`src/rtl/pce_pkg.sv`:
```
`timescale 1ns / 1ps
// Shared types and constants for the PSG command encoder.
// Used by every module under rtl/; depends on nothing.
package pce_pkg;

   localparam int TONE_CLOCK_W = 17;
   localparam logic [TONE_CLOCK_W-1:0] TONE_CLOCK_RESET = 17'd111860;

   localparam int FREQ_W = 16;
   localparam int DIV_W  = 10;
   localparam logic [DIV_W-1:0] DIV_MAX = 10'h3FF;

   localparam int CMD_DEPTH_DEF = 2;
   localparam int OUT_DEPTH_DEF = 2;

   localparam logic [1:0] KIND_TONE    = 2'd0;
   localparam logic [1:0] KIND_NOISE   = 2'd1;
   localparam logic [1:0] KIND_SILENCE = 2'd2;

   localparam logic [1:0] OP_TONE    = 2'd0;
   localparam logic [1:0] OP_MUTE    = 2'd1;
   localparam logic [1:0] OP_NOISE   = 2'd2;
   localparam logic [1:0] OP_SILENCE = 2'd3;

   typedef struct packed {
      logic [1:0]        op;
      logic [1:0]        channel;
      logic [3:0]        volume;
      logic [2:0]        noise_type;
      logic [FREQ_W-2:0] freq;
      logic              sat;
   } cmd_entry_type;

endpackage

```
`src/rtl/pce_front.sv`:
```
`timescale 1ns / 1ps
// Front end: accepts requests, classifies them and queues commands.
// Depends on pce_pkg.
module pce_front #(
   parameter int CMD_DEPTH = pce_pkg::CMD_DEPTH_DEF
) (
   input  logic                              clock,
   input  logic                              reset,
   input  logic                              req_push,
   output logic                              req_full,
   input  logic [1:0]                        req_kind,
   input  logic [2:0]                        req_channel,
   input  logic signed [pce_pkg::FREQ_W-1:0] req_frequency,
   input  logic [3:0]                        req_volume,
   input  logic [2:0]                        req_noise_type,
   input  logic [pce_pkg::TONE_CLOCK_W-1:0]  tone_clock,
   output logic                              cmd_valid,
   output pce_pkg::cmd_entry_type            cmd_entry,
   input  logic                              cmd_pop
);

   localparam int PTR_W = (CMD_DEPTH > 1) ? $clog2(CMD_DEPTH) : 1;
   localparam int CNT_W = $clog2(CMD_DEPTH + 1);
   localparam int SH_W  = pce_pkg::FREQ_W - 1 + pce_pkg::DIV_W;

   pce_pkg::cmd_entry_type mem [CMD_DEPTH];
   logic [PTR_W-1:0] wr_ptr_ff, wr_ptr_in, rd_ptr_ff, rd_ptr_in;
   logic [CNT_W-1:0] cnt_ff, cnt_in;
   pce_pkg::cmd_entry_type entry;
   logic keep;
   logic push;
   logic pop;
   logic nonpos;

   always_comb begin
      nonpos           = req_frequency[pce_pkg::FREQ_W-1] || (req_frequency == '0);
      entry.channel    = req_channel[1:0];
      entry.volume     = req_volume;
      entry.noise_type = req_noise_type;
      entry.freq       = req_frequency[pce_pkg::FREQ_W-2:0];
      entry.sat        = {{(SH_W-pce_pkg::TONE_CLOCK_W){1'b0}}, tone_clock} >=
                         {req_frequency[pce_pkg::FREQ_W-2:0], {pce_pkg::DIV_W{1'b0}}};
      entry.op         = pce_pkg::OP_TONE;
      keep             = 1'b0;
      unique case (req_kind)
         pce_pkg::KIND_TONE: begin
            keep     = (req_channel <= 3'd2);
            entry.op = nonpos ? pce_pkg::OP_MUTE : pce_pkg::OP_TONE;
         end
         pce_pkg::KIND_NOISE: begin
            keep     = 1'b1;
            entry.op = pce_pkg::OP_NOISE;
         end
         pce_pkg::KIND_SILENCE: begin
            keep     = 1'b1;
            entry.op = pce_pkg::OP_SILENCE;
         end
         default: begin
            keep = 1'b0;
         end
      endcase
   end

   assign req_full  = (cnt_ff == CNT_W'(CMD_DEPTH));
   assign push      = req_push && !req_full && keep;
   assign cmd_valid = (cnt_ff != '0);
   assign pop       = cmd_pop && cmd_valid;
   assign cmd_entry = mem[rd_ptr_ff];

   always_comb begin
      wr_ptr_in = wr_ptr_ff;
      rd_ptr_in = rd_ptr_ff;
      cnt_in    = cnt_ff;
      if (push) begin
         wr_ptr_in = (wr_ptr_ff == PTR_W'(CMD_DEPTH - 1)) ? '0 : wr_ptr_ff + 1'b1;
      end
      if (pop) begin
         rd_ptr_in = (rd_ptr_ff == PTR_W'(CMD_DEPTH - 1)) ? '0 : rd_ptr_ff + 1'b1;
      end
      if (push && !pop) begin
         cnt_in = cnt_ff + 1'b1;
      end else if (pop && !push) begin
         cnt_in = cnt_ff - 1'b1;
      end
   end

   always_ff @(posedge clock) begin
      if (reset) begin
         wr_ptr_ff <= '0;
         rd_ptr_ff <= '0;
         cnt_ff    <= '0;
      end else begin
         wr_ptr_ff <= wr_ptr_in;
         rd_ptr_ff <= rd_ptr_in;
         cnt_ff    <= cnt_in;
      end
   end

   always_ff @(posedge clock) begin
      if (push) begin
         mem[wr_ptr_ff] <= entry;
      end
   end

`ifndef SYNTHESIS
   a_cnt_bound: assert property (@(posedge clock) disable iff (reset)
      cnt_ff <= CNT_W'(CMD_DEPTH))
      else $error("command queue count out of range");
   a_no_phantom_pop: assert property (@(posedge clock) disable iff (reset)
      (cnt_ff == '0) |=> (cnt_ff <= CNT_W'(1)))
      else $error("command queue grew by more than one word");
   a_ptr_step: assert property (@(posedge clock) disable iff (reset)
      (pop && !push) |=> (cnt_ff == $past(cnt_ff) - 1'b1))
      else $error("command queue pop lost");
`endif

endmodule

```
`src/rtl/pce_divider.sv`:
```
`timescale 1ns / 1ps
// Iterative tone divider: two quotient bits per cycle, ten bits in total.
// Depends on pce_pkg.
module pce_divider (
   input  logic                             clock,
   input  logic                             reset,
   input  logic                             start,
   input  logic [pce_pkg::TONE_CLOCK_W-1:0] dividend,
   input  logic [pce_pkg::FREQ_W-2:0]       divisor,
   output logic                             busy,
   output logic                             done,
   output logic [pce_pkg::DIV_W-1:0]        quotient
);

   localparam int STEPS = pce_pkg::DIV_W / 2;
   localparam int CNT_W = $clog2(STEPS + 1);
   localparam int D_W   = pce_pkg::FREQ_W - 1 + pce_pkg::DIV_W - 1;
   localparam int R_W   = pce_pkg::TONE_CLOCK_W;

   logic [R_W-1:0]               rem_ff, rem_in;
   logic [D_W-1:0]               dsh_ff, dsh_in;
   logic [pce_pkg::DIV_W-1:0]    quot_ff, quot_in;
   logic [CNT_W-1:0]             cnt_ff, cnt_in;
   logic                         done_ff, done_in;
   logic [D_W-1:0]               d_lo;
   logic                         ge1, ge2;
   logic [R_W-1:0]               r1, r2;

   always_comb begin
      d_lo    = dsh_ff >> 1;
      ge1     = {{(D_W-R_W){1'b0}}, rem_ff} >= dsh_ff;
      r1      = ge1 ? rem_ff - dsh_ff[R_W-1:0] : rem_ff;
      ge2     = {{(D_W-R_W){1'b0}}, r1} >= d_lo;
      r2      = ge2 ? r1 - d_lo[R_W-1:0] : r1;
      rem_in  = rem_ff;
      dsh_in  = dsh_ff;
      quot_in = quot_ff;
      cnt_in  = cnt_ff;
      done_in = 1'b0;
      if (start) begin
         rem_in  = dividend;
         dsh_in  = {divisor, {(pce_pkg::DIV_W-1){1'b0}}};
         quot_in = '0;
         cnt_in  = CNT_W'(STEPS);
      end else if (cnt_ff != '0) begin
         rem_in  = r2;
         dsh_in  = dsh_ff >> 2;
         quot_in = {quot_ff[pce_pkg::DIV_W-3:0], ge1, ge2};
         cnt_in  = cnt_ff - 1'b1;
         done_in = (cnt_ff == CNT_W'(1));
      end
   end

   always_ff @(posedge clock) begin
      if (reset) begin
         cnt_ff  <= '0;
         done_ff <= 1'b0;
      end else begin
         cnt_ff  <= cnt_in;
         done_ff <= done_in;
      end
   end

   always_ff @(posedge clock) begin
      rem_ff  <= rem_in;
      dsh_ff  <= dsh_in;
      quot_ff <= quot_in;
   end

   assign busy     = (cnt_ff != '0);
   assign done     = done_ff;
   assign quotient = quot_ff;

`ifndef SYNTHESIS
   a_no_restart: assert property (@(posedge clock) disable iff (reset)
      start |-> !busy)
      else $error("divider restarted while busy");
   a_done_after_run: assert property (@(posedge clock) disable iff (reset)
      done |-> $past(cnt_ff) == CNT_W'(1))
      else $error("divider done without a final step");
   a_rem_bound: assert property (@(posedge clock) disable iff (reset)
      (busy && cnt_ff == CNT_W'(STEPS)) |-> $past(start))
      else $error("divider run did not begin with start");
`endif

endmodule

```
`src/rtl/pce_back.sv`:
```
`timescale 1ns / 1ps
// Back end: runs queued commands, builds command bytes and buffers them.
// Depends on pce_pkg and pce_divider.
module pce_back #(
   parameter int OUT_DEPTH = pce_pkg::OUT_DEPTH_DEF
) (
   input  logic                             clock,
   input  logic                             reset,
   input  logic [pce_pkg::TONE_CLOCK_W-1:0] tone_clock,
   input  logic                             cmd_valid,
   input  pce_pkg::cmd_entry_type           cmd_entry,
   output logic                             cmd_pop,
   output logic                             rsp_empty,
   input  logic                             rsp_pop,
   output logic [7:0]                       rsp_byte_res,
   output logic                             rsp_last
);

   localparam logic [1:0] ST_IDLE = 2'd0;
   localparam logic [1:0] ST_DIV  = 2'd1;
   localparam logic [1:0] ST_EMIT = 2'd2;

   localparam int PTR_W = (OUT_DEPTH > 1) ? $clog2(OUT_DEPTH) : 1;
   localparam int CNT_W = $clog2(OUT_DEPTH + 1);

   function automatic logic [8:0] make_word(pce_pkg::cmd_entry_type e, logic [1:0] idx,
                                            logic [pce_pkg::DIV_W-1:0] q);
      logic [8:0] w;
      w = '0;
      unique case (e.op)
         pce_pkg::OP_TONE: begin
            unique case (idx)
               2'd0:    w = {1'b0, 1'b1, e.channel, 1'b0, q[3:0]};
               2'd1:    w = {1'b0, 2'b00, q[pce_pkg::DIV_W-1:4]};
               default: w = {1'b1, 1'b1, e.channel, 1'b1, e.volume};
            endcase
         end
         pce_pkg::OP_MUTE: begin
            w = {1'b1, 1'b1, e.channel, 1'b1, 4'hF};
         end
         pce_pkg::OP_NOISE: begin
            w = (idx == 2'd0) ? {1'b0, 5'b11100, e.noise_type}
                              : {1'b1, 4'hF, e.volume};
         end
         default: begin
            w = {(idx == 2'd3), 1'b1, idx, 1'b1, 4'hF};
         end
      endcase
      return w;
   endfunction

   logic [1:0]                state_ff, state_in;
   pce_pkg::cmd_entry_type    entry_ff, entry_in;
   logic [1:0]                idx_ff, idx_in;
   logic [pce_pkg::DIV_W-1:0] quot_ff, quot_in;
   logic                      div_start, div_busy, div_done;
   logic [pce_pkg::DIV_W-1:0] div_quot;
   logic [8:0]                word;
   logic                      emit;
   logic                      load;

   logic [8:0]       oq_mem [OUT_DEPTH];
   logic [PTR_W-1:0] owr_ff, owr_in, ord_ff, ord_in;
   logic [CNT_W-1:0] ocnt_ff, ocnt_in;
   logic             oq_full;
   logic             opop;

   pce_divider u_div (
      .clock    (clock),
      .reset    (reset),
      .start    (div_start),
      .dividend (tone_clock),
      .divisor  (cmd_entry.freq),
      .busy     (div_busy),
      .done     (div_done),
      .quotient (div_quot)
   );

   assign oq_full   = (ocnt_ff == CNT_W'(OUT_DEPTH));
   assign word      = make_word(entry_ff, idx_ff, quot_ff);
   assign emit      = (state_ff == ST_EMIT) && !oq_full;
   assign load      = cmd_valid && ((state_ff == ST_IDLE) || (emit && word[8]));
   assign cmd_pop   = load;
   assign div_start = load && (cmd_entry.op == pce_pkg::OP_TONE) && !cmd_entry.sat;

   always_comb begin
      state_in = state_ff;
      entry_in = entry_ff;
      idx_in   = idx_ff;
      quot_in  = quot_ff;
      unique case (state_ff)
         ST_IDLE: begin
         end
         ST_DIV: begin
            if (div_done) begin
               quot_in  = div_quot;
               state_in = ST_EMIT;
            end
         end
         ST_EMIT: begin
            if (emit) begin
               idx_in = idx_ff + 1'b1;
               if (word[8]) begin
                  state_in = ST_IDLE;
               end
            end
         end
         default: begin
            state_in = ST_IDLE;
         end
      endcase
      if (load) begin
         entry_in = cmd_entry;
         idx_in   = '0;
         quot_in  = pce_pkg::DIV_MAX;
         state_in = div_start ? ST_DIV : ST_EMIT;
      end
   end

   always_ff @(posedge clock) begin
      if (reset) begin
         state_ff <= ST_IDLE;
      end else begin
         state_ff <= state_in;
      end
   end

   always_ff @(posedge clock) begin
      entry_ff <= entry_in;
      idx_ff   <= idx_in;
      quot_ff  <= quot_in;
   end

   assign rsp_empty    = (ocnt_ff == '0);
   assign opop         = rsp_pop && !rsp_empty;
   assign rsp_byte_res = oq_mem[ord_ff][7:0];
   assign rsp_last     = oq_mem[ord_ff][8];

   always_comb begin
      owr_in  = owr_ff;
      ord_in  = ord_ff;
      ocnt_in = ocnt_ff;
      if (emit) begin
         owr_in = (owr_ff == PTR_W'(OUT_DEPTH - 1)) ? '0 : owr_ff + 1'b1;
      end
      if (opop) begin
         ord_in = (ord_ff == PTR_W'(OUT_DEPTH - 1)) ? '0 : ord_ff + 1'b1;
      end
      if (emit && !opop) begin
         ocnt_in = ocnt_ff + 1'b1;
      end else if (opop && !emit) begin
         ocnt_in = ocnt_ff - 1'b1;
      end
   end

   always_ff @(posedge clock) begin
      if (reset) begin
         owr_ff  <= '0;
         ord_ff  <= '0;
         ocnt_ff <= '0;
      end else begin
         owr_ff  <= owr_in;
         ord_ff  <= ord_in;
         ocnt_ff <= ocnt_in;
      end
   end

   always_ff @(posedge clock) begin
      if (emit) begin
         oq_mem[owr_ff] <= word;
      end
   end

`ifndef SYNTHESIS
   a_sat_quot: assert property (@(posedge clock) disable iff (reset)
      (state_ff == ST_EMIT && entry_ff.op == pce_pkg::OP_TONE && entry_ff.sat)
         |-> (quot_ff == pce_pkg::DIV_MAX))
      else $error("saturated tone lost its clamped divider");
   a_div_wait: assert property (@(posedge clock) disable iff (reset)
      (state_ff == ST_DIV) |-> (div_busy || div_done))
      else $error("waiting on an idle divider");
   a_oq_bound: assert property (@(posedge clock) disable iff (reset)
      ocnt_ff <= CNT_W'(OUT_DEPTH))
      else $error("output queue count out of range");
   a_emit_idx: assert property (@(posedge clock) disable iff (reset)
      (emit && !word[8]) |=> (idx_ff == $past(idx_ff) + 1'b1))
      else $error("byte index did not advance");
`endif

endmodule

```
`src/rtl/psg_command_encoder.sv`:
```
`timescale 1ns / 1ps
// PSG command encoder top: tone clock register, front end and back end.
// Depends on pce_pkg, pce_front and pce_back.
// Throughput: one word per cycle while the output queue has room and no division runs;
//   per request mute 1, noise 2, tone 3 and silence 4 words. A tone that is not clamped
//   first runs the 5-step divider (2 quotient bits per divider step).
// Reset: synchronous, clears both queues and the sequencer; tone clock goes to 111860.
module psg_command_encoder #(
   parameter int CMD_DEPTH = pce_pkg::CMD_DEPTH_DEF,
   parameter int OUT_DEPTH = pce_pkg::OUT_DEPTH_DEF
) (
   input  logic                              clock,
   input  logic                              reset,
   input  logic                              req_push,
   output logic                              req_full,
   input  logic [1:0]                        req_kind,
   input  logic [2:0]                        req_channel,
   input  logic signed [pce_pkg::FREQ_W-1:0] req_frequency,
   input  logic [3:0]                        req_volume,
   input  logic [2:0]                        req_noise_type,
   output logic                              rsp_empty,
   input  logic                              rsp_pop,
   output logic [7:0]                        rsp_byte_res,
   output logic                              rsp_last,
   input  logic                              csr_we,
   input  logic [pce_pkg::TONE_CLOCK_W-1:0]  csr_wdata
);

   logic [pce_pkg::TONE_CLOCK_W-1:0] tone_clock_ff;
   logic                             cmd_valid;
   logic                             cmd_pop;
   pce_pkg::cmd_entry_type           cmd_entry;

   always_ff @(posedge clock) begin
      if (reset) begin
         tone_clock_ff <= pce_pkg::TONE_CLOCK_RESET;
      end else if (csr_we) begin
         tone_clock_ff <= csr_wdata;
      end
   end

   pce_front #(
      .CMD_DEPTH (CMD_DEPTH)
   ) u_front (
      .clock          (clock),
      .reset          (reset),
      .req_push       (req_push),
      .req_full       (req_full),
      .req_kind       (req_kind),
      .req_channel    (req_channel),
      .req_frequency  (req_frequency),
      .req_volume     (req_volume),
      .req_noise_type (req_noise_type),
      .tone_clock     (tone_clock_ff),
      .cmd_valid      (cmd_valid),
      .cmd_entry      (cmd_entry),
      .cmd_pop        (cmd_pop)
   );

   pce_back #(
      .OUT_DEPTH (OUT_DEPTH)
   ) u_back (
      .clock        (clock),
      .reset        (reset),
      .tone_clock   (tone_clock_ff),
      .cmd_valid    (cmd_valid),
      .cmd_entry    (cmd_entry),
      .cmd_pop      (cmd_pop),
      .rsp_empty    (rsp_empty),
      .rsp_pop      (rsp_pop),
      .rsp_byte_res (rsp_byte_res),
      .rsp_last     (rsp_last)
   );

endmodule

```
`config.mk`:
```
export PLATFORM = sky130hd
export DESIGN_NAME = psg_command_encoder
export DESIGN_NICKNAME = d
export VERILOG_FILES = /design/src/rtl/pce_pkg.sv /design/src/rtl/pce_front.sv /design/src/rtl/pce_divider.sv /design/src/rtl/pce_back.sv /design/src/rtl/psg_command_encoder.sv
export SDC_FILE = /design/constraint.sdc
export NUM_CORES = 1
export LEC_CHECK = 0
export BUFFER_PORTS_ARGS = -buffer_cell sky130_fd_sc_hd__buf_2
export CAP_MARGIN = 20
export CORE_ASPECT_RATIO = 0.7
export CORE_UTILIZATION = 60
export CTS_CLUSTER_SIZE = 30
export DETAILED_ROUTE_END_ITERATION = 16
export PLACE_DENSITY_LB_ADDON = 0.05
export SYNTH_ARGS = -nofsm -noshare
export SYNTH_HDL_FRONTEND = slang
export SYNTH_SLANG_ARGS = --single-unit
```
`constraint.sdc`:
```
create_clock -name clock -period 13.1 [get_ports clock]
set_input_delay 2.62 -clock clock [delete_from_list [all_inputs] [get_ports clock]]
set_output_delay 2.62 -clock clock [all_outputs]
set_load 0.1 [all_outputs]
```
# After elaboration in Yosys (flattened, before gate mapping)
# Memories as Yosys holds them, arrays and structs flattened. A register that Yosys moved wholly into a read port is not among the register bits.
# Cells that the tools add are included.
# op_classes
add_sub_neg,12
order_cmp,4
eq_ne,15
n_mux,36
bitwise_logic,1
reduce_logical,41
# op_table
op,n
$mux W17,4
$mux W24,2
$sub A17 B17 Y17,2
$pmux W9 S3,1
$ge A17 B25 Y1,1
$ge A17 B24 Y1,1
$ge A17 B23 Y1,1
$mux W2,9
$pmux W9 S2,1
$logic_not A16 Y1,1
$logic_and A1 B1 Y1,13
$mux W1,13
$eq A2 B2 Y1 const B,6
$logic_not A2 Y1,6
$pmux W2 S3,2
$mux W9,1
$eq A2 B1 Y1 const B,4
$logic_not A1 Y1,8
$reduce_bool A2 Y1,4
$add A2 B1 Y2 const B,3
$mux W3,2
$ne A3 B1 Y1 const B,2
$add A1 B1 Y1 const B,4
$reduce_and A2 Y1,2
13 further kinds,16
# word_totals
ff_bits,105
mem_bits_rw,72
inputBits,50
output_inout_bits,11
elab_cells,132
n_memories,2
# memory_table
memory,depth,width,read_ports,rd_ports_with_merged_regs,wr,line_no,source
u_front.mem,2,27,1,1,1,pce_front.sv:26,pce_pkg::cmd_entry_type mem [CMD_DEPTH];
u_back.oq_mem,2,9,1,1,1,pce_back.sv:62,logic [8:0] oq_mem [OUT_DEPTH];

# Longest topological paths before layout
# depth
depth_word,10
mapped_depth,23
ltp_nobuf,21

# By module
# A second synthesis with hierarchy kept.
# unflattened
hier_cells,897
hier_area_um2,9577.9
# by_module_without_submodules
mod,n_inst,cells_per_inst,area_per_inst_um2,seq_area_each_um2
pce_divider,1,505,4337.9,1421.4
pce_front,1,153,2488.6,1721.7
pce_back,1,184,2104.5,1251.2
psg_command_encoder,1,55,646.9,340.3

# Least setup slack after synthesis
# No wires, ideal clock.
# synth_path
kind,in2reg
start,in req_kind[1]
end,mem u_front.mem[0][0] (netlist name) (enable)
setup_ns,0.414
t_arrival_ns,4.823
t_required_ns,12.686
setup_slack_ns,7.863
stages,5
path_buffers,0
cell_sequence,inv_1 ha_1 a31oi_1 nor4b_1 nor2b_1
# synth_between
elab_chain_len,6
elab_cells_between_ends,8
cone_classes,eq/ne (2); mux (3); reduce/logical (3)
# synth_lines
element,line_no,source
"start, declared",psg_command_encoder.sv:16,"input logic [1:0] req_kind,"
$eq A2 B1 Y1 or $eq A2 B2 Y1 (tied branches),pce_front.sv:45,unique case (req_kind)
$reduce_or A2 Y1 (no line),-,
$pmux W1 S2 (*),pce_front.sv:45,
$logic_and A1 B1 Y1 (*),pce_front.sv:65,assign push = req_push && !req_full && keep;
net u_front.push,pce_front.sv:31,logic push;
$mux W1 (*),pce_front.sv:100,if (push) begin
$mux W1 (not written as such) (*),pce_front.sv:101,mem[wr_ptr_ff] <= entry;
"end, declared",pce_front.sv:26,
# The timed path passes the listed nets; every way through them passes the cells marked *.

# Worst setup path after layout
# layout_path
start,reg u_back.u_div.rem_ff[0]
end,reg u_back.u_div.rem_ff[15] (data pin)
# layout_between
elab_chain_len,6
elab_cells_between_ends,8
cone_classes,add/sub (2); order compare (2); mux (4)
# layout_lines
element,line_no,source
"start, declared",pce_divider.sv:20,"logic [R_W-1:0] rem_ff, rem_in;"
"start signal, assigned",pce_divider.sv:65,rem_ff <= rem_in;
$ge A17 B24 Y1 or $sub A17 B17 Y17 (tied branches),"pce_divider.sv:31, pce_divider.sv:32",
$mux W17 (*),pce_divider.sv:32,r1 = ge1 ? rem_ff - dsh_ff[R_W-1:0] : rem_ff;
$ge A17 B23 Y1 or $sub A17 B17 Y17 (tied branches),"pce_divider.sv:33, pce_divider.sv:34",
$mux W17 (*),pce_divider.sv:34,r2 = ge2 ? r1 - d_lo[R_W-1:0] : r1;
$mux W17 (*),pce_divider.sv:45,end else if (cnt_ff != '0) begin
$mux W17 (*),pce_divider.sv:40,if (start) begin
net u_back.u_div.rem_in[15],pce_divider.sv:20,
# The timed path passes the listed nets; every way through them passes the cells marked *. The select of a mux whose other input is x is not followed.
# A chain may end at the register's enable or synchronous reset.

==> results.yml <==
synthesis:
  synth_top_family_by_area: "simple AND/OR/NAND/NOR gates"
  synth_enable_flop_cells: 115
  yosys.area_share.simple: 0.1448
  synth_compound_area_frac: 0.1306
  yosys_warnings: 0
  synthMuxAreaShare: 0.07549
  avgSynthCellArea_um2: 10.55
  syn_inst: 894
  synth_async_sr_flop_share: 0
  ys_seq_area_frac: 0.5021
  synth_xor_area_frac: 0.03251
  synth.cell_area_um2: 9430
  yosys_most_used_dff: "edfxtp_1"
  synth_nets: 1001
  synth_fa_ha_area_frac: 0.07722
  ys_seq_elements: 179
  yosys.cell_types.count: 75
cts:
  clk_pin_slew_ps: 80
  cts_setup_buffers: 0
  cts_tree: "yes"
  holdBufCountCts: 0
  cts.htree.levels: 4
  clock_path_buffers: 2
  cts.sinks: 179
  ctsRootBufferMaster: "clkbuf_16"
  cts_resized: 0
  cts_inserted_buffers: 17
  clk_latency_ps: 430
route:
  wire_per_inst_um: 19.23
  via_per_inst: 6.135
  postRouteAntennaNets: 0
  num_vias: 7080
  drt_iter0_drc: 624
  drt-total-wl_mm: 22.19
  drc: 0
  first_pass_iters: 6
timing:
  final_hold_viol_count: 0
  rsz0062_at_grt: "no"
  setup_tns_ps: 0
  slew_headroom: 0.3002
  max_freq_mhz: 169.1
  drv_slew: 0
  period_share: 0.4514
  fin_skew_ps: 13.55
  worst_pin_slew_ps: 1035
  period_needed_ps: 5913
  setup_viol: 0
layout:
  fin_cells: 1154
  final_cell_area_um2: 10510
  mostFrequentLayoutCell: "edfxtp_1"
  nets: 1053
  mostFrequentLayoutCells: "edfxtp_1 (115), nand2_1 (110), dfxtp_1 (64), buf_2 (60), a21oi_1 (58)"
  final_util: 0.7008
  diodes: 0
  syn2layout_area_growth_pct: 11.46
  final_layout_size_suffix_gt1_frac: 0.1481
  nFillCells: 1142
floorplanning:
  initial_utilization: 0.6287
  rows: 37
  die_x_um: 151.8
  core_area_um2: 15000
  fp.dieH_um: 106.9
  ios: 61
  dieArea_um2: 16230
power_and_ir_drop:
  p_comb_frac: 0.545
  power.total_mw: 3.162
  total_leakage_power_nw: 4.207
  power.share.switching: 0.4491
  p_seq_frac: 0.288
  netSwitchingPower_mw: 1.420
  p_int_mw: 1.742
  pwr-share-clk: 0.167
  ir_drop_v: 0.0001519
  p_per_area_nw_per_um2: 300.8
placement:
  gp_congestion: 0.9276
  hpwl_mm: 16.29
  io_buffers: 60
  placed_area_um2: 9878
  dpl.cell_count: 1121
grt:
  antenna_found_initial: 0
  grt_use_total: 0.2813
  grt_pass1_wl_mm: 35.23
  grt_max_degree: 36
  grt_overflow_total: 0
  grt_pass1_vias: 6651
flow_run:
  cap_violations: 0
setup_path:
  crit_fanout: 31
  worstPathArrival_ps: 6080
  end_kind: "flop"
  r2r_setup_slack_ps: 7190
  cp-start-kind: "flop"
  required_ps: 13270
  crit_type: "flop to flop"
outcome:
  outcome: "complete, no violations"
min_path:
  hold_path.class: "flop to flop"
[registers in the layout, indices dropped and copies added, names as in the netlist, 2 cells and up, named ones only]
name and cells:
u_back.ocnt_ff 2, u_back.u_div.rem_ff 17, u_back.u_div.cnt_ff 3, tone_clock_ff 17
u_back.oq_mem 18, u_back.state_ff 2, u_back.u_div.quotient 10, u_front.cnt_ff 2
u_back.quot_ff 10, u_back.entry_ff 11, u_back.u_div.dsh_ff 24, u_front.mem 54
u_back.idx_ff 2
[worst max-delay path, stage by stage, from the launching register on]
cell and delay [ps]:
edfxtp_1 370, inv_1 90, ha_1 190, inv_1 60, fa_1 400, a21o_1 210, a221oi_2 310, o21ai_1 160
a32o_2 280, a21oi_2 90, buf_4 340, mux2_4 360, ha_1 290, nor2b_1 170, o2111a_1 240, o311ai_1 240
a211oi_1 500, o21a_1 740, nand2_1 260, o221ai_1 240, a21oi_1 70
[power by group through the flow]
stage               combinational [mW]  sequential, mW  clock (mW)
CTS                               1.69           0.908       0.531
floorplan                         1.33           0.882           0
global placement                  1.64           0.912           0
finish                            1.72           0.910       0.527
global route                      1.88           0.924       0.553
detailed placement                1.68           0.918           0
[synth_stat cells, types with 3 or more instances]
library cell / n / area, um2
edfxtp_1: 115 / 3453
nand2_1: 110 / 412.9
dfxtp_1: 64 / 1281
a21oi_1: 58 / 290.3
nor2_1: 56 / 210.2
ha_1: 55 / 688.2
inv_1: 48 / 180.2
mux2i_1: 40 / 400.4
nand3_1: 38 / 190.2
clkbuf_1: 22 / 82.58
xnor2_1: 22 / 192.7
mux2_2: 21 / 236.5
o21ai_1: 21 / 105.1
o21ai_0: 19 / 95.09
nor2b_1: 14 / 87.58
xor2_1: 13 / 113.9
a21o_1: 12 / 90.09
nor3_1: 12 / 60.06
buf_2: 9 / 45.04
o21a_1: 9 / 67.56
nand2b_1: 8 / 50.05
a211oi_1: 7 / 52.55
nor4_1: 7 / 43.79
or3_1: 7 / 43.79
a31oi_1: 6 / 37.54
a22o_1: 5 / 43.79
and3_1: 5 / 31.28
a221o_1: 4 / 40.04
and4_1: 4 / 35.03
mux2_1: 4 / 45.04
nor4b_1: 4 / 35.03
and2_1: 3 / 18.77
buf_1: 3 / 11.26
nand4_1: 3 / 18.77
o211ai_1: 3 / 22.52
o21bai_1: 3 / 22.52
o221a_1: 3 / 33.78
o22ai_1: 3 / 18.77
o31a_1: 3 / 26.28
[cell families after synthesis]
| logic type | after synthesis |
|---|---|
| buffers and inverters | 86 |
| AO/OA/AOI/OAI | 186 |
| XOR/XNOR | 35 |
| adder cells (fa/ha/maj) | 57 |
| flip-flops | 179 |
| AND/OR/NAND/NOR | 284 |
| multiplexers | 67 |
[final timing paths]
check                      startpoint                        to  cells after the start
max reg2reg    u_back.u_div.rem_ff[0]   u_back.u_div.rem_ff[15]                     20
max            u_back.u_div.rem_ff[0]   u_back.u_div.rem_ff[15]                     20
min          u_back.u_div.quotient[9]  u_back.u_div.quotient[9]                      2
min reg2reg  u_back.u_div.quotient[9]  u_back.u_div.quotient[9]                      2
[final cells by class]
class,instances,area (um2),share of cell area
inverter,49,183.9,0.01750
multi-input combinational,629,4348,0.4136
clock buffer,17,425.4,0.04047
tap,195,244.0,0.02321
clock inverter,15,200.2,0.01905
timing repair buffer,70,375.4,0.03571
sequential,179,4735,0.4504
[per-stage QoR]
stage | setup slack (ps) | hold slack, ps
floorplan | 7863 | 432.1
global placement | 7199 | 443.0
detailed placement | 7039 | 457.4
CTS | 7001 | 467.7
global route | 6767 | 472.7
finish | 7187 | 463.7
[routing by layer]
metal | up-vias | share of wire | track usage
met5 | - | 0 | 0
met2 | 256 | 0.43 | 0.4192
met3 | 28 | 0.064 | 0.04689
met4 | 0 | 0.013 | 0.07286
met1 | 3431 | 0.49 | 0.4252
li1 | 3365 | - | -
No activity file was read; power rests on OpenSTA's default activity.
